**config.mk**
```make
export PLATFORM = sky130hd
export DESIGN_NAME = weather_channel_statistics_core_flat
export DESIGN_NICKNAME = d
export VERILOG_FILES = /design/src/rtl/core/wcs_pkg.sv /design/src/rtl/core/wcs_if.sv /design/src/rtl/core/wcs_ctrl.sv /design/src/rtl/core/wcs_datapath.sv /design/src/rtl/core/weather_channel_statistics_core.sv /design/src/flat_wrapper.sv
export SDC_FILE = /design/constraint.sdc
export NUM_CORES = 1
export LEC_CHECK = 0
export CORE_ASPECT_RATIO = 0.7
export CORE_MARGIN = 4
export CORE_UTILIZATION = 30
export CTS_BUF_LIST = sky130_fd_sc_hd__clkbuf_4 sky130_fd_sc_hd__clkbuf_8
export DETAILED_ROUTE_END_ITERATION = 10
export DONT_BUFFER_PORTS = 1
export GPL_ROUTABILITY_DRIVEN = 0
export GPL_TIMING_DRIVEN = 0
export PLACE_DENSITY = 0.46
export SKIP_CTS_REPAIR_TIMING = 1
export SLEW_MARGIN = 0
export SYNTH_ARGS = -nofsm -noshare
export SYNTH_HDL_FRONTEND = slang
export SYNTH_SLANG_ARGS = --single-unit
```
**constraint.sdc**
```tcl
create_clock -name clk -period 13.65 [get_ports clk]
set_input_delay 1.365 -clock clk [delete_from_list [all_inputs] [get_ports clk]]
set_output_delay 1.365 -clock clk [all_outputs]
set_load 0.01 [all_outputs]
```
**src/rtl/core/wcs_pkg.sv**
```systemverilog
`timescale 1ns / 1ps
// ----------------------------------------------------------------------------
// wcs_pkg
// Shared types, codes and slot tables of the weather channel statistics core.
// ----------------------------------------------------------------------------
package wcs_pkg;

  localparam int NUM_SLOTS = 10;
  localparam int SLOT_BITS = 4;
  localparam int NUM_QTY   = 6;

  localparam logic [SLOT_BITS-1:0] SLOT_WIND_DIR = 4'd6;
  localparam logic [SLOT_BITS-1:0] SLOT_GUST_DIR = 4'd7;

  typedef enum logic [1:0] {
    FUNC_ADD   = 2'd0,
    FUNC_READ  = 2'd1,
    FUNC_CLEAR = 2'd2,
    FUNC_NONE  = 2'd3
  } func_t;

  typedef enum logic [2:0] {
    QTY_PRESSURE = 3'd0,
    QTY_TEMP     = 3'd1,
    QTY_HUMIDITY = 3'd2,
    QTY_DEWPOINT = 3'd3,
    QTY_WIND_DIR = 3'd4,
    QTY_WIND_SPD = 3'd5
  } qty_t;

  typedef enum logic [2:0] {
    OP_MEAN = 3'd0,
    OP_MAX  = 3'd1,
    OP_MIN  = 3'd2,
    OP_GDIR = 3'd3,
    OP_GSPD = 3'd4
  } op_t;

  typedef enum logic [2:0] {
    ST_IDLE,
    ST_UPDATE,
    ST_LOAD,
    ST_DIV,
    ST_DONE
  } state_t;

  typedef struct packed {
    logic capture_add;
    logic capture_read;
    logic clear;
    logic upd_step;
    logic rd_load;
    logic div_step;
    logic out_load;
  } wcs_cmd_t;

  typedef struct packed {
    logic upd_last;
    logic need_div;
    logic div_last;
    logic out_busy;
  } wcs_status_t;

  function automatic op_t slot_op(input logic [SLOT_BITS-1:0] s);
    op_t op;
    unique case (s)
      4'd2:    op = OP_MAX;
      4'd3:    op = OP_MIN;
      4'd7:    op = OP_GDIR;
      4'd9:    op = OP_GSPD;
      default: op = OP_MEAN;
    endcase
    return op;
  endfunction

  function automatic logic [SLOT_BITS-1:0] first_slot(input logic [2:0] q);
    logic [SLOT_BITS-1:0] s;
    unique case (q)
      QTY_PRESSURE: s = 4'd0;
      QTY_TEMP:     s = 4'd1;
      QTY_HUMIDITY: s = 4'd4;
      QTY_DEWPOINT: s = 4'd5;
      QTY_WIND_DIR: s = 4'd6;
      QTY_WIND_SPD: s = 4'd8;
      default:      s = 4'd0;
    endcase
    return s;
  endfunction

  function automatic logic [SLOT_BITS-1:0] last_slot(input logic [2:0] q);
    logic [SLOT_BITS-1:0] s;
    unique case (q)
      QTY_PRESSURE: s = 4'd0;
      QTY_TEMP:     s = 4'd3;
      QTY_HUMIDITY: s = 4'd4;
      QTY_DEWPOINT: s = 4'd5;
      QTY_WIND_DIR: s = 4'd6;
      QTY_WIND_SPD: s = 4'd9;
      default:      s = 4'd0;
    endcase
    return s;
  endfunction

endpackage

```
**src/rtl/core/wcs_if.sv**
```systemverilog
`timescale 1ns / 1ps
// ----------------------------------------------------------------------------
// wcs_if
// Valid/ready channels of the statistics core: sample/command and result.
// ----------------------------------------------------------------------------
interface wcs_in_if #(parameter int VALUE_BITS = 24);
  logic                         valid;
  logic                         ready;
  logic [1:0]                   func;
  logic [2:0]                   quantity;
  logic signed [VALUE_BITS-1:0] sample_value;
  logic [3:0]                   read_slot;

  modport source (output valid, func, quantity, sample_value, read_slot, input ready);
  modport sink   (input valid, func, quantity, sample_value, read_slot, output ready);
endinterface

interface wcs_out_if #(parameter int VALUE_BITS = 24);
  logic                         valid;
  logic                         ready;
  logic signed [VALUE_BITS-1:0] stat_value;
  logic                         stat_valid;

  modport source (output valid, stat_value, stat_valid, input ready);
  modport sink   (input valid, stat_value, stat_valid, output ready);
endinterface

```
**src/rtl/core/wcs_ctrl.sv**
```systemverilog
`timescale 1ns / 1ps
// ----------------------------------------------------------------------------
// wcs_ctrl
// Sequencer: accepts a beat, walks the slots of a sample, runs the divider.
// ----------------------------------------------------------------------------
module wcs_ctrl (
  input  logic                 clk,
  input  logic                 rst_n,
  input  logic                 in_valid,
  input  logic [1:0]           in_func,
  input  logic [2:0]           in_quantity,
  output logic                 in_ready,
  input  wcs_pkg::wcs_status_t status,
  output wcs_pkg::wcs_cmd_t    cmd
);
  import wcs_pkg::*;

  state_t state_r, state_nxt;
  logic   take;
  logic   qty_ok;

  assign in_ready = (state_r == ST_IDLE);
  assign take     = in_valid && in_ready;
  assign qty_ok   = (in_quantity < 3'(NUM_QTY));

  always_ff @(posedge clk) begin
    if (!rst_n) begin
      state_r <= ST_IDLE;
    end else begin
      state_r <= state_nxt;
    end
  end

  always_comb begin
    state_nxt = state_r;
    unique case (state_r)
      ST_IDLE: begin
        if (take && in_func == FUNC_ADD && qty_ok) begin
          state_nxt = ST_UPDATE;
        end else if (take && in_func == FUNC_READ) begin
          state_nxt = ST_LOAD;
        end
      end
      ST_UPDATE: begin
        if (status.upd_last) state_nxt = ST_IDLE;
      end
      ST_LOAD: begin
        state_nxt = status.need_div ? ST_DIV : ST_DONE;
      end
      ST_DIV: begin
        if (status.div_last) state_nxt = ST_DONE;
      end
      ST_DONE: begin
        if (!status.out_busy) state_nxt = ST_IDLE;
      end
    endcase
  end

  always_comb begin
    cmd = '0;
    unique case (state_r)
      ST_IDLE: begin
        cmd.capture_add  = take && in_func == FUNC_ADD;
        cmd.capture_read = take && in_func == FUNC_READ;
        cmd.clear        = take && in_func == FUNC_CLEAR;
      end
      ST_UPDATE: cmd.upd_step = 1'b1;
      ST_LOAD:   cmd.rd_load  = 1'b1;
      ST_DIV:    cmd.div_step = 1'b1;
      ST_DONE:   cmd.out_load = !status.out_busy;
    endcase
  end

endmodule

```
**src/rtl/core/wcs_datapath.sv**
```systemverilog
`timescale 1ns / 1ps
// ----------------------------------------------------------------------------
// wcs_datapath
// Slot accumulators and counts, slot update unit, bit-serial mean divider
// and result register.
// ----------------------------------------------------------------------------
module wcs_datapath #(
  parameter int COUNT_BITS = 8,
  parameter int VALUE_BITS = 24
) (
  input  logic                         clk,
  input  logic                         rst_n,
  input  logic [2:0]                   in_quantity,
  input  logic signed [VALUE_BITS-1:0] in_sample_value,
  input  logic [3:0]                   in_read_slot,
  input  wcs_pkg::wcs_cmd_t            cmd,
  output wcs_pkg::wcs_status_t         status,
  output logic                         out_valid,
  input  logic                         out_ready,
  output logic signed [VALUE_BITS-1:0] out_stat_value,
  output logic                         out_stat_valid
);
  import wcs_pkg::*;

  localparam int ACC_BITS = VALUE_BITS + COUNT_BITS;
  localparam int BC_BITS  = $clog2(ACC_BITS);
  localparam logic [COUNT_BITS-1:0] CNT_MAX = {COUNT_BITS{1'b1}};

  // slot state
  logic signed [ACC_BITS-1:0]   acc_r [NUM_SLOTS];
  logic [COUNT_BITS-1:0]        cnt_r [NUM_SLOTS];
  logic signed [VALUE_BITS-1:0] last_dir_r;

  // captured beat
  logic [SLOT_BITS-1:0]         idx_r;
  logic [2:0]                   qty_r;
  logic signed [VALUE_BITS-1:0] sample_r;

  // divider and result
  logic [ACC_BITS-1:0]          dvd_r;
  logic [COUNT_BITS-1:0]        rem_r;
  logic [COUNT_BITS-1:0]        dvs_r;
  logic [BC_BITS-1:0]           bit_cnt_r;
  logic                         neg_r;
  logic                         mean_r;
  logic                         hit_r;
  logic signed [VALUE_BITS-1:0] res_r;
  logic                         out_valid_r;
  logic signed [VALUE_BITS-1:0] out_value_r;
  logic                         out_hit_r;

  logic                         slot_ok;
  logic [SLOT_BITS-1:0]         rd_idx;
  op_t                          cur_op;
  logic signed [ACC_BITS-1:0]   acc_cur;
  logic [COUNT_BITS-1:0]        cnt_cur;
  logic signed [ACC_BITS-1:0]   v_ext;
  logic signed [ACC_BITS-1:0]   dir_ext;
  logic                         first;
  logic                         sat;
  logic                         acc_we;
  logic signed [ACC_BITS-1:0]   acc_val;
  logic                         bump;
  logic                         gust_we;
  logic                         rd_hit;
  logic                         rd_mean;
  logic [COUNT_BITS:0]          rem_sh;
  logic [COUNT_BITS:0]          rem_diff;
  logic                         q_bit;
  logic [ACC_BITS-1:0]          quot_s;

  assign slot_ok = (idx_r < SLOT_BITS'(NUM_SLOTS));
  assign rd_idx  = slot_ok ? idx_r : '0;
  assign cur_op  = slot_op(rd_idx);
  assign acc_cur = acc_r[rd_idx];
  assign cnt_cur = cnt_r[rd_idx];
  assign v_ext   = {{COUNT_BITS{sample_r[VALUE_BITS-1]}}, sample_r};
  assign dir_ext = {{COUNT_BITS{last_dir_r[VALUE_BITS-1]}}, last_dir_r};
  assign first   = (cnt_cur == '0);
  assign sat     = (cnt_cur == CNT_MAX);

  // slot update
  always_comb begin
    acc_we  = 1'b0;
    acc_val = v_ext;
    bump    = 1'b0;
    gust_we = 1'b0;
    unique case (cur_op)
      OP_MEAN: begin
        acc_we  = !sat;
        acc_val = first ? v_ext : acc_cur + v_ext;
        bump    = !sat;
      end
      OP_MAX: begin
        acc_we = first || (v_ext > acc_cur);
        bump   = !sat;
      end
      OP_MIN: begin
        acc_we = first || (v_ext < acc_cur);
        bump   = !sat;
      end
      OP_GSPD: begin
        acc_we  = first || (v_ext > acc_cur);
        gust_we = acc_we;
        bump    = !sat;
      end
      OP_GDIR: begin
        acc_we = 1'b0;
      end
    endcase
  end

  always_ff @(posedge clk) begin
    if (cmd.upd_step) begin
      if (acc_we)  acc_r[rd_idx]        <= acc_val;
      if (gust_we) acc_r[SLOT_GUST_DIR] <= dir_ext;
    end
  end

  always_ff @(posedge clk) begin
    if (!rst_n) begin
      for (int i = 0; i < NUM_SLOTS; i++) cnt_r[i] <= '0;
      last_dir_r <= '0;
    end else if (cmd.clear) begin
      for (int i = 0; i < NUM_SLOTS; i++) cnt_r[i] <= '0;
    end else if (cmd.upd_step) begin
      if (bump)    cnt_r[rd_idx]        <= cnt_cur + 1'b1;
      if (gust_we) cnt_r[SLOT_GUST_DIR] <= COUNT_BITS'(1);
      if (rd_idx == SLOT_WIND_DIR) last_dir_r <= sample_r;
    end
  end

  // beat capture and slot walk
  always_ff @(posedge clk) begin
    if (cmd.capture_add) begin
      idx_r    <= first_slot(in_quantity);
      qty_r    <= in_quantity;
      sample_r <= in_sample_value;
    end else if (cmd.capture_read) begin
      idx_r <= in_read_slot;
    end else if (cmd.upd_step) begin
      idx_r <= idx_r + 1'b1;
    end
  end

  // read and restoring divider
  assign rd_hit   = slot_ok && !first;
  assign rd_mean  = rd_hit && (cur_op == OP_MEAN);
  assign rem_sh   = {rem_r, dvd_r[ACC_BITS-1]};
  assign rem_diff = rem_sh - {1'b0, dvs_r};
  assign q_bit    = (rem_sh >= {1'b0, dvs_r});
  assign quot_s   = neg_r ? (~dvd_r + 1'b1) : dvd_r;

  always_ff @(posedge clk) begin
    if (cmd.rd_load) begin
      neg_r     <= acc_cur[ACC_BITS-1];
      dvd_r     <= acc_cur[ACC_BITS-1] ? (~acc_cur + 1'b1) : acc_cur;
      rem_r     <= '0;
      dvs_r     <= cnt_cur;
      bit_cnt_r <= '0;
      mean_r    <= rd_mean;
      hit_r     <= rd_hit;
      res_r     <= (rd_hit && !rd_mean) ? acc_cur[VALUE_BITS-1:0] : '0;
    end else if (cmd.div_step) begin
      rem_r     <= q_bit ? rem_diff[COUNT_BITS-1:0] : rem_sh[COUNT_BITS-1:0];
      dvd_r     <= {dvd_r[ACC_BITS-2:0], q_bit};
      bit_cnt_r <= bit_cnt_r + 1'b1;
    end
  end

  // result register
  always_ff @(posedge clk) begin
    if (!rst_n) begin
      out_valid_r <= 1'b0;
    end else if (cmd.out_load) begin
      out_valid_r <= 1'b1;
    end else if (out_ready) begin
      out_valid_r <= 1'b0;
    end
  end

  always_ff @(posedge clk) begin
    if (cmd.out_load) begin
      out_value_r <= mean_r ? quot_s[VALUE_BITS-1:0] : res_r;
      out_hit_r   <= hit_r;
    end
  end

  assign status.upd_last = (idx_r == last_slot(qty_r));
  assign status.need_div = rd_mean;
  assign status.div_last = (bit_cnt_r == BC_BITS'(ACC_BITS - 1));
  assign status.out_busy = out_valid_r && !out_ready;

  assign out_valid      = out_valid_r;
  assign out_stat_value = out_value_r;
  assign out_stat_valid = out_hit_r;

endmodule

```
**src/rtl/core/weather_channel_statistics_core.sv**
```systemverilog
`timescale 1ns / 1ps
// ----------------------------------------------------------------------------
// weather_channel_statistics_core
// Ten weather statistic slots (means, extremes, gust) fed by samples and
// read back as mean or extreme with a valid flag.
// ----------------------------------------------------------------------------
//  channel   role    beat contents
//  in_bus    sink    func, quantity, sample_value, read_slot
//  out_bus   source  stat_value, stat_valid (one beat per read)
//
//  add: accepted, then one update step per slot tied to the quantity (1 to 3);
//  read of a mean: one-bit-per-cycle restoring divider; any other read
//  (extreme, gust direction, empty or invalid slot) skips it; clear: empties
//  all slot counts; reset clears counts, last wind direction and control; the
//  result register lets adds and clears run while a read result is stalled;
//  a second read waits for out_bus.ready; its result loads in that same cycle
// ----------------------------------------------------------------------------
module weather_channel_statistics_core #(
  parameter int COUNT_BITS = 8,
  parameter int VALUE_BITS = 24
) (
  input logic        clk,
  input logic        rst_n,
  wcs_in_if.sink     in_bus,
  wcs_out_if.source  out_bus
);
  import wcs_pkg::*;

  wcs_cmd_t    cmd;
  wcs_status_t status;

  wcs_ctrl u_ctrl (
    .clk         (clk),
    .rst_n       (rst_n),
    .in_valid    (in_bus.valid),
    .in_func     (in_bus.func),
    .in_quantity (in_bus.quantity),
    .in_ready    (in_bus.ready),
    .status      (status),
    .cmd         (cmd)
  );

  wcs_datapath #(
    .COUNT_BITS (COUNT_BITS),
    .VALUE_BITS (VALUE_BITS)
  ) u_datapath (
    .clk             (clk),
    .rst_n           (rst_n),
    .in_quantity     (in_bus.quantity),
    .in_sample_value (in_bus.sample_value),
    .in_read_slot    (in_bus.read_slot),
    .cmd             (cmd),
    .status          (status),
    .out_valid       (out_bus.valid),
    .out_ready       (out_bus.ready),
    .out_stat_value  (out_bus.stat_value),
    .out_stat_valid  (out_bus.stat_valid)
  );

endmodule

```
**src/flat_wrapper.sv**
```systemverilog
// flat-port wrapper written by rule: the top's interface ports become plain ports
module weather_channel_statistics_core_flat import wcs_pkg::*;
#(
  parameter int COUNT_BITS = 8,
  parameter int VALUE_BITS = 24
)
  (clk, rst_n, in_bus_valid, in_bus_func, in_bus_quantity, in_bus_sample_value, in_bus_read_slot, in_bus_ready, out_bus_valid, out_bus_stat_value, out_bus_stat_valid, out_bus_ready);
  wcs_in_if #(.VALUE_BITS(VALUE_BITS)) in_bus_i ();
  wcs_out_if #(.VALUE_BITS(VALUE_BITS)) out_bus_i ();
  input logic clk;
  input logic rst_n;
  input wire logic [$bits(in_bus_i.valid)-1:0] in_bus_valid;
  input wire logic [$bits(in_bus_i.func)-1:0] in_bus_func;
  input wire logic [$bits(in_bus_i.quantity)-1:0] in_bus_quantity;
  input wire logic [$bits(in_bus_i.sample_value)-1:0] in_bus_sample_value;
  input wire logic [$bits(in_bus_i.read_slot)-1:0] in_bus_read_slot;
  output wire logic [$bits(in_bus_i.ready)-1:0] in_bus_ready;
  output wire logic [$bits(out_bus_i.valid)-1:0] out_bus_valid;
  output wire logic [$bits(out_bus_i.stat_value)-1:0] out_bus_stat_value;
  output wire logic [$bits(out_bus_i.stat_valid)-1:0] out_bus_stat_valid;
  input wire logic [$bits(out_bus_i.ready)-1:0] out_bus_ready;
  assign in_bus_i.valid = in_bus_valid;
  assign in_bus_i.func = in_bus_func;
  assign in_bus_i.quantity = in_bus_quantity;
  assign in_bus_i.sample_value = in_bus_sample_value;
  assign in_bus_i.read_slot = in_bus_read_slot;
  assign in_bus_ready = in_bus_i.ready;
  assign out_bus_valid = out_bus_i.valid;
  assign out_bus_stat_value = out_bus_i.stat_value;
  assign out_bus_stat_valid = out_bus_i.stat_valid;
  assign out_bus_i.ready = out_bus_ready;
  weather_channel_statistics_core #(.COUNT_BITS(COUNT_BITS), .VALUE_BITS(VALUE_BITS)) u_core (.clk(clk), .rst_n(rst_n), .in_bus(in_bus_i), .out_bus(out_bus_i));
endmodule
```
==> results of run 1 <==
## cell families after synthesis
| kind of cell | after synthesis |
|---|---|
| fa+ha+maj | 93 |
| other cells | 1 |
| buf+inv | 212 |
| flops | 564 |
| simple gates | 593 |
| compound gates | 506 |
| xor+xnor | 90 |
| mux | 161 |
## final cells by class
class                      count  area share (%)
clock inverter                48           1.088
multi-input combinational   1450           32.01
sequential                   564           53.02
timing repair buffer          36           1.325
antenna                        2         0.01606
clock buffer                 113           4.549
tap                         1222           4.906
inverter                      91           1.100
buffer                       121           1.979
## where the power goes
part	internal [uW]	switching (uW)	total (uW)
clock	761	731	1490
combinational	1380	3240	4620
sequential	2780	117	2900
total	4920	4090	9010
## flip-flops by register name, summed over array words and instances, names as in the netlist
register and cells:
u_core.u_datapath.dvs_r 8, u_core.u_ctrl.state_r 3, u_core.u_datapath.out_stat_valid 1, u_core.u_datapath.qty_r 3
u_core.u_datapath.dvd_r 32, u_core.u_datapath.cnt_r 80, u_core.u_datapath.sample_r 24, u_core.u_datapath.acc_r 320
u_core.u_datapath.hit_r 1, u_core.u_datapath.bit_cnt_r 5, u_core.u_datapath.out_valid 1, u_core.u_datapath.mean_r 1
u_core.u_datapath.last_dir_r 24, u_core.u_datapath.neg_r 1, u_core.u_datapath.idx_r 4, u_core.u_datapath.out_stat_value 24
u_core.u_datapath.res_r 24, u_core.u_datapath.rem_r 8
## placed cells by master (no fill, tap or decap), types with 76 or more instances in the layout
master | netlist | routed
a21oi_1 | 153 | 153
clkbuf_8 | 0 | 91
edfxtp_1 | 523 | 523
ha_1 | 91 | 91
inv_1 | 88 | 87
mux2_2 | 82 | 82
mux2i_1 | 76 | 76
nand2_1 | 175 | 175
nor2_1 | 210 | 204
o21ai_0 | 102 | 96
## layer usage
metal	part of all wire [%]	GRT usage, %
met1	50	31.44
met2	39	26.39
met3	9.5	4.998
met4	1.7	3.999
met5	0.014	0
## worst max path at each step
stage	start	endpoint	slack (ns)	depth (start not counted)
after detailed placement	u_core.u_datapath.idx_r[0]	u_core.u_datapath.cnt_r[7][2]	4.86	21
after global routing	u_core.u_datapath.idx_r[0]	u_core.u_datapath.cnt_r[7][3]	4.33	22
final	u_core.u_datapath.idx_r[0]	u_core.u_datapath.cnt_r[7][3]	4.61	22
after global placement	u_core.u_datapath.idx_r[1]	u_core.u_datapath.acc_r[3][7]	-5.72	14
after floorplan	u_core.u_datapath.idx_r[0]	u_core.u_datapath.acc_r[3][0]	4.13	21
after CTS	u_core.u_datapath.idx_r[0]	u_core.u_datapath.cnt_r[7][3]	4.86	21
## through the flow
step                power, uW  worst slack [ns]  hold WS, ns  utilization (%)
global placement         7342            -5.724       0.4151            32.02
floorplan                5690             4.133       0.4003                -
global route             9458             4.332       0.4416            34.58
finish                   9009             4.607       0.4290            34.58
CTS                      8958             4.859       0.4247            34.56
detailed placement       7449             4.857       0.4165            32.61
==> impl_metrics.ini, run 1 <==
[run_status]
status = complete, no violations

[layout]
regArea_um2 = 16530
synthToLayoutAreaGrowth_pct = 14.13
n_fill_cell = 8929
drive_above_1_share_pct = 14.20
final_cells = 3647
multiInputGateArea_um2 = 9977
nets = 2481
finalInstanceArea_um2 = 31170

[critical_path]
critPathArrivalTime_ns = 9.39
worst_path_max_delay_cell = o41ai_1
ff2ff_setup_slack_ns = 4.61
path_buf_inv = 10
cpPeakStageDelay_ns = 0.76
crit_type = flip-flop to flip-flop
reg2reg_from = u_core.u_datapath.idx_r[0]
crit_chain = buf_4 > buf_6 > buf_6 > buf_6 > buf_4 > buf_4 > buf_2 > mux2i_1 > a21oi_1 > nor2_1 > o21ai_0 > o21a_1 > clkbuf_1 > clkinv_1 > ha_1 > nand2b_1 > o41ai_1 > a32oi_1 > o21ai_0 > a211oi_1 > clkbuf_4 > nand2b_1
cp.required_ns = 14.00
cp-end-kind = flip-flop
crit_fanout = 41
worstRegToRegCells = 22
worstReg2RegEnd = u_core.u_datapath.cnt_r[7][3]
cp-start-kind = flip-flop
cp_top_family = buffers and inverters

[hold_path]
holdPathStages = 0
min-delay-start = u_core.u_datapath.hit_r
hold_end = u_core.u_datapath.out_stat_valid
hold_path_class = flip-flop to flip-flop

[sta]
fin_crit_ns = 9.043
fmax_mhz = 110.6
fin_tns_setup_ns = 0
slew_headroom_pct = 2.373
rsz0062_at_grt = no
finalCritPeriodShare_pct = 66.25
setup_viol = 0
worst_pin_slew_ns = 1.461
fin_worst_skew_ns = 0.03254
finalHoldViolations = 0
maxSlewViolCount = 0

[pwr]
powerDensity_nw_per_um2 = 289.1
leakage_uw = 0.01075
ir_worst_vdd_uv = 154.8

[route]
route.detailed.drc = 0
wl_per_cell_um = 26.38
dr.first_iter.drc_count = 2339
vias_per_cell = 5.409
num_vias = 19730
postRouteAntennaNets = 0
first_pass_iters = 5
finalWirelength_mm = 96.22

[run]
max_cap_violations = 0

[global_routing]
grt_pass1_wl_mm = 137.1
grt_max_degree = 42
grt.overflow.total = 0
grt_antenna_before_repair = 6
grt_usage_pct = 19.74
grt_pass1_vias = 18860

[synthesis]
synth_top_cell_area_share_pct = 57.51
syn-cell-area_um2 = 27310
yosysWarnings = 0
synth_edf_count = 523
synth.most_common_cell = edfxtp_1
yosysTopAreaCell = edfxtp_1
muxShareOfSynthArea_pct = 6.373
yosysSeqAreaShare_pct = 60.52
synthArstFlopShare_pct = 0
synth_common_cells = edfxtp_1 (523), nor2_1 (210), nand2_1 (175)
synth-compound-area-share_pct = 12.32
ys_top_cells_by_area = edfxtp_1 (58%), ha_1 (4.2%), mux2_2 (3.4%), dfxtp_1 (3.0%), nor2_1 (2.9%)
synthCells = 2220
synth-seq-cells = 564
synth-simple-area-share_pct = 10.08
synth.distinct_cells = 89
avgSynthCellArea_um2 = 12.30
yosys.area_share.adder_pct = 4.316
synth_xor_area_share_pct = 2.887
synth_flop_cell = edfxtp_1
synth_top_family_by_area = compound AO/OA/AOI/OAI gates

[cts]
h-tree-depth = 3
path_clk_slew_ns = 0.07
cts.sinks = 564
clock_latency_ns = 0.74
cts_tree = yes
root_buffer = clkbuf_8
cts_inserted_buffers = 87
clockBufferDepth = 3

[floorplanning]
core-area_um2 = 90130
initial_core_util_pct = 30.30
ios = 64
dieArea_um2 = 95990
rows = 92
fp.dieH_um = 260.4
die_w_um = 368.6

[place]
place_area_um2 = 29400
dpl.hpwl_mm = 70.60
port_buffers = 0
place_inst = 3483
(Power assumes the default switching activity.)
==> inputs of run 2 (changes only) <==
--- a/config.mk
+++ b/config.mk
@@ -13,7 +13,7 @@
 export DONT_BUFFER_PORTS = 1
 export GPL_ROUTABILITY_DRIVEN = 0
 export GPL_TIMING_DRIVEN = 0
-export PLACE_DENSITY = 0.46
+export PLACE_DENSITY = 0.47
 export SKIP_CTS_REPAIR_TIMING = 1
 export SLEW_MARGIN = 0
 export SYNTH_ARGS = -nofsm -noshare
==> constraint.sdc (replaced) <==
create_clock -name clk -period 7.3 [get_ports clk]
set_input_delay 0.73 -clock clk [delete_from_list [all_inputs] [get_ports clk]]
set_output_delay 0.73 -clock clk [all_outputs]
set_load 0.01 [all_outputs]
==> run 2 against run 1 <==
The flow now finishes with violations (capacitance limit, slew limit). Combinational power is 90% higher. Non-clock buffer count is 4 higher. First-iteration DRC count is 0.98% lower. Largest cell class unchanged. Highest routed layer is now met4.
==> impl_metrics.ini, run 2 (same netlist as run 1, synthesis figures left out) <==
[critical_path]
worstRegToRegCells = 16
cp-start-kind = flip-flop
critPathArrivalTime_ns = 7.55
crit_fanout = 10
cp.required_ns = 7.72
crit_type = flip-flop to flip-flop
cp-end-kind = flip-flop

[cts]
path_clk_slew_ns = 0.06
cts_tree = yes
cts_inserted_buffers = 88
clockBufferDepth = 3
h-tree-depth = 3
cts.sinks = 564
clock_latency_ns = 0.76
root_buffer = clkbuf_8

[sta]
slew_headroom_pct = -5.888
setup_viol = 0
fin_crit_ns = 7.126
hold_slack_ns = 0.07242
finalHoldViolations = 0
finalCritPeriodShare_pct = 97.61
maxSlewViolCount = 5
worst_pin_slew_ns = 1.585
fmax_mhz = 140.3
fin_worst_skew_ns = 0.03703

[floorplanning]
dieArea_um2 = 95990
ios = 64
initial_core_util_pct = 30.30
fp.dieH_um = 260.4
die_w_um = 368.6
core-area_um2 = 90130
rows = 92

[global_routing]
grt_max_degree = 42
grt_usage_pct = 19.53
grt_pass1_wl_mm = 135.0
use_met3_pct = 6.369
grt.overflow.total = 0
grt_pass1_vias = 18720
grt_antenna_before_repair = 4
grt_use_met2_pct = 25.62
grt-busiest-layer = met1
grt_use_met1_pct = 30.38

[route]
vias_per_cell = 5.392
dr.first_iter.drc_count = 2316
wl_per_cell_um = 26.29
finalWirelength_mm = 95.97
num_vias = 19690
route.detailed.drc = 0
postRouteAntennaNets = 0
first_pass_iters = 9

[layout]
nets = 2486
top_regs = u_core.u_datapath.acc_r: 320 flops, u_core.u_datapath.cnt_r: 80 flops, u_core.u_datapath.dvd_r: 32 flops
largest_register = u_core.u_datapath.acc_r
final_common_cell = edfxtp_1
layout_common_cells = edfxtp_1 (523), nor2_1 (201), nand2_1 (175)
largest_register_ffs = 320
drive_above_1_share_pct = 15.53
synthToLayoutAreaGrowth_pct = 14.90
final_util_pct = 34.81

[place]
port_buffers = 0
dpl.hpwl_mm = 69.96

[hold_path]
hold_path_class = input port to flip-flop
holdPathStages = 0

[pwr]
pwr-share-seq_pct = 31.8
p_comb_share_pct = 51.8
powerDensity_nw_per_um2 = 541.3
internal_power_uw = 9296
switching_share_pct = 45.27
ir_worst_vdd_uv = 276.5
finalPower_uw = 16980
p_switching_uw = 7688
p_clk_share_pct = 16.4
leakage_uw = 0.01084

[run_status]
status = finished with violations
failed_checks = capacitance limit, slew limit

[run]
max_cap_violations = 1
-- run 2: cell types whose count changed in the layout (fill, tap and decap cells not counted), moves of 4 or more --
cell / delta
clkbuf_4: +16
clkinv_1: -9
clkbuf_1: -7
clkinv_2: -7
clkbuf_2: +6
buf_6: +5
inv_8: +4
-- run 2: critical path, stage by stage (launching register included) --
cell and delay [ns]:
edfxtp_1 0.36, buf_4 0.19, buf_4 0.15, nand2b_1 0.06
clkbuf_1 0.47, clkbuf_1 0.91, nor2_1 0.11, a221o_1 0.30
a211oi_1 0.75, ha_1 0.42, or3_1 0.40, a311oi_1 0.65
nor2_1 0.27, o21ai_1 0.71, a31oi_1 0.23, xnor2_1 0.19
a21oi_1 0.63
-- run 2: final timing paths --
kind                                       to                       start  slack (ns)
max            u_core.u_datapath.acc_r[9][25]  u_core.u_datapath.idx_r[1]        0.17
min reg2reg  u_core.u_datapath.out_stat_valid     u_core.u_datapath.hit_r        0.44
max reg2reg    u_core.u_datapath.acc_r[9][25]  u_core.u_datapath.idx_r[1]        0.17
min             u_core.u_datapath.sample_r[9]      in_bus_sample_value[9]        0.07
-- run 2: area by class of cell --
cell class | count | area, um2
fill | 8894 | 58750
sequential | 564 | 16530
multi-input combinational | 1450 | 10060
clock buffer | 129 | 1531
tap | 1222 | 1529
buffer | 120 | 654.4
timing repair buffer | 41 | 486.7
inverter | 91 | 346.6
clock inverter | 32 | 234.0
antenna | 2 | 5.005
-- run 2: per-stage QoR --
step	instance area [um2]	instances	setup slack [ns]	setup TNS, ns
2_1_floorplan	27340	2226	0.6779	0
3_3_place_gp	28870	3448	-5.403	-1088.86
3_5_place_dp	29440	3482	-1.464	-148.92
4_1_cts	31200	3643	-1.460	-152.95
5_1_grt	31380	3650	-0.02457	-0.1899
6_report	31380	3651	0.1745	0
-- run 2: power groups by stage --
stage / Clock [uW] / Sequential [uW] / Combinational [uW]
detailed placement: 0 / 5470 / 8460
global placement: 0 / 5480 / 8220
finish: 2780 / 5400 / 8800
CTS: 2840 / 5410 / 8520
global route: 2990 / 5440 / 9410
floorplan: 0 / 5380 / 5270
-- run 2: metal layers --
metal  vias to the layer above  wire [um]
met1                      9929      46410
li1                       8622          -
met4                         0       1909
met3                       125      10950
met5                         -          0
met2                      1010      36700
==> inputs of run 3 (changes only) <==
--- a/config.mk
+++ b/config.mk
@@ -5,15 +5,16 @@
 export SDC_FILE = /design/constraint.sdc
 export NUM_CORES = 1
 export LEC_CHECK = 0
+export CELL_PAD_IN_SITES_DETAIL_PLACEMENT = 0
+export CELL_PAD_IN_SITES_GLOBAL_PLACEMENT = 1
 export CORE_ASPECT_RATIO = 0.7
-export CORE_MARGIN = 4
 export CORE_UTILIZATION = 30
 export CTS_BUF_LIST = sky130_fd_sc_hd__clkbuf_4 sky130_fd_sc_hd__clkbuf_8
 export DETAILED_ROUTE_END_ITERATION = 10
 export DONT_BUFFER_PORTS = 1
 export GPL_ROUTABILITY_DRIVEN = 0
 export GPL_TIMING_DRIVEN = 0
-export PLACE_DENSITY = 0.47
+export PLACE_DENSITY = 0.54
 export SKIP_CTS_REPAIR_TIMING = 1
 export SLEW_MARGIN = 0
 export SYNTH_ARGS = -nofsm -noshare
==> run 3 against run 2 <==
The run now ends clean. Cell area up 0.14%. Maximum frequency decreased by 0.68%. Clock-buffer cell count shrank 1. Via count down 1.1%. Largest power group unchanged.
==> impl_metrics.ini, run 3 (same netlist as run 1, synthesis figures left out) <==
[floorplanning]
rows = 92
initial_core_util_pct = 30.30
core-area_um2 = 90130
fp.dieH_um = 254.4
dieArea_um2 = 92260
die_w_um = 362.6
ios = 64

[run]
max_cap_violations = 0

[cts]
clockBufferDepth = 3
clock_latency_ns = 0.76
cts_tree = yes
path_clk_slew_ns = 0.07
cts.sinks = 564
root_buffer = clkbuf_8
h-tree-depth = 3
cts_inserted_buffers = 90

[critical_path]
cp.required_ns = 7.83
path_buf_inv = 5
crit_type = flip-flop to flip-flop
cpPeakStageDelay_ns = 1.01
crit_chain = buf_2 > nor4b_2 > buf_4 > clkbuf_1 > a222oi_1 > o221a_2 > ha_1 > clkbuf_1 > and4_1 > nand2_1 > nor4_1 > nand4_1 > o21ai_2 > a211oi_1 > clkbuf_4 > mux2_2 > a21oi_1
cp-end-kind = flip-flop
ff2ff_setup_slack_ns = 0.13
cp-start-kind = flip-flop
worst_path_max_delay_cell = nor4_1
crit_fanout = 10
cp_top_family = simple AND/OR/NAND/NOR gates
cpMostUsedCell = clkbuf_1
critPathArrivalTime_ns = 7.70

[global_routing]
grt_usage_pct = 20.99
grt_max_degree = 42
grt_pass1_vias = 18760
grt_pass1_wl_mm = 138.3
grt_antenna_before_repair = 5
grt.overflow.total = 0

[run_status]
status = complete, no violations

[pwr]
powerDensity_nw_per_um2 = 538.0
ir_worst_vdd_uv = 205.3
finalPower_uw = 16910
leakage_uw = 0.01084

[layout]
drive_above_1_share_pct = 15.56
final_common_cell = edfxtp_1
largest_register = u_core.u_datapath.acc_r
top_regs = u_core.u_datapath.acc_r: 320 flops, u_core.u_datapath.cnt_r: 80 flops, u_core.u_datapath.dvd_r: 32 flops
nets = 2490
finalInstanceArea_um2 = 31420
largest_register_ffs = 320
synthToLayoutAreaGrowth_pct = 15.07
layout_common_cells = edfxtp_1 (523), nor2_1 (201), nand2_1 (175)
multiInputGateArea_um2 = 10090
n_fill_cell = 8924
regArea_um2 = 16530

[route]
first_pass_iters = 6
finalWirelength_mm = 97.03
dr.first_iter.drc_count = 2292
vias_per_cell = 5.325
num_vias = 19470
postRouteAntennaNets = 0
route.detailed.drc = 0
wl_per_cell_um = 26.54

[sta]
fin_crit_ns = 7.174
finalHoldViolations = 0
fin_tns_setup_ns = 0
slew_headroom_pct = 7.542
rsz0062_at_grt = no
setup_ws_ns = 0.1255
fin_worst_skew_ns = 0.03133
fmax_mhz = 139.4
maxSlewViolCount = 0
worst_pin_slew_ns = 1.387
finalCritPeriodShare_pct = 98.28
setup_viol = 0

[place]
dpl.hpwl_mm = 71.19
port_buffers = 0
dpl_worst_slack_ns = -1.661
place_area_um2 = 29480

[hold_path]
hold_path_class = input port to flip-flop
[run 3: cell types whose count changed in the layout (fill, tap and decap cells not counted), moves of 3 or more]
cell	change
buf_16	+5
buf_4	+4
buf_8	-5
clkbuf_4	-3
clkbuf_8	+3
clkinv_1	+7
diode_2	+3
inv_8	-3
[run 3: worst paths after layout]
path,startpoint,end,cells after the start
worst min-delay path,in_bus_quantity[0],u_core.u_datapath.qty_r[0],0
worst max-delay path,u_core.u_datapath.idx_r[1],u_core.u_datapath.acc_r[7][27],17
worst max register to register,u_core.u_datapath.idx_r[1],u_core.u_datapath.acc_r[7][27],17
worst min register to register,u_core.u_datapath.hit_r,u_core.u_datapath.out_stat_valid,0
[run 3: cell type report]
cell class	instances	area share [%]
diodes	5	0.03982
multi-input cells	1450	32.10
well taps	1222	4.866
repair buffers	43	1.744
clock inverters	33	0.5216
flip-flops and latches	564	52.59
inverters	91	1.099
clock buffers	128	4.910
plain buffers	120	2.126
[run 3: routing by layer]
layer,wire (um),vias to the layer above,global-route usage (%)
met5,0,-,0
met4,1601,0,4.786
met2,37970,762,28.31
met3,8178,108,4.135
met1,49280,9952,33.55
li1,-,8647,-
[run 3: metrics by stage]
step | hold slack [ns] | cells | utilization (%)
floorplan | 0.4003 | 2226 | -
global placement | 0.4108 | 3448 | 32.03
detailed placement | 0.4083 | 3484 | 32.71
CTS | -0.008806 | 3645 | 34.60
global route | -0.01342 | 3655 | 34.86
finish | 0.07430 | 3656 | 34.86
[run 3: where the power goes]
group	internal, uW	total, uW	switching, uW	leakage [uW]
Combinational	2680	8780	6100	0.00476
Clock	1360	2710	1350	0.000903
Sequential	5200	5410	218	0.00518
Total	9240	16900	7670	0.0108
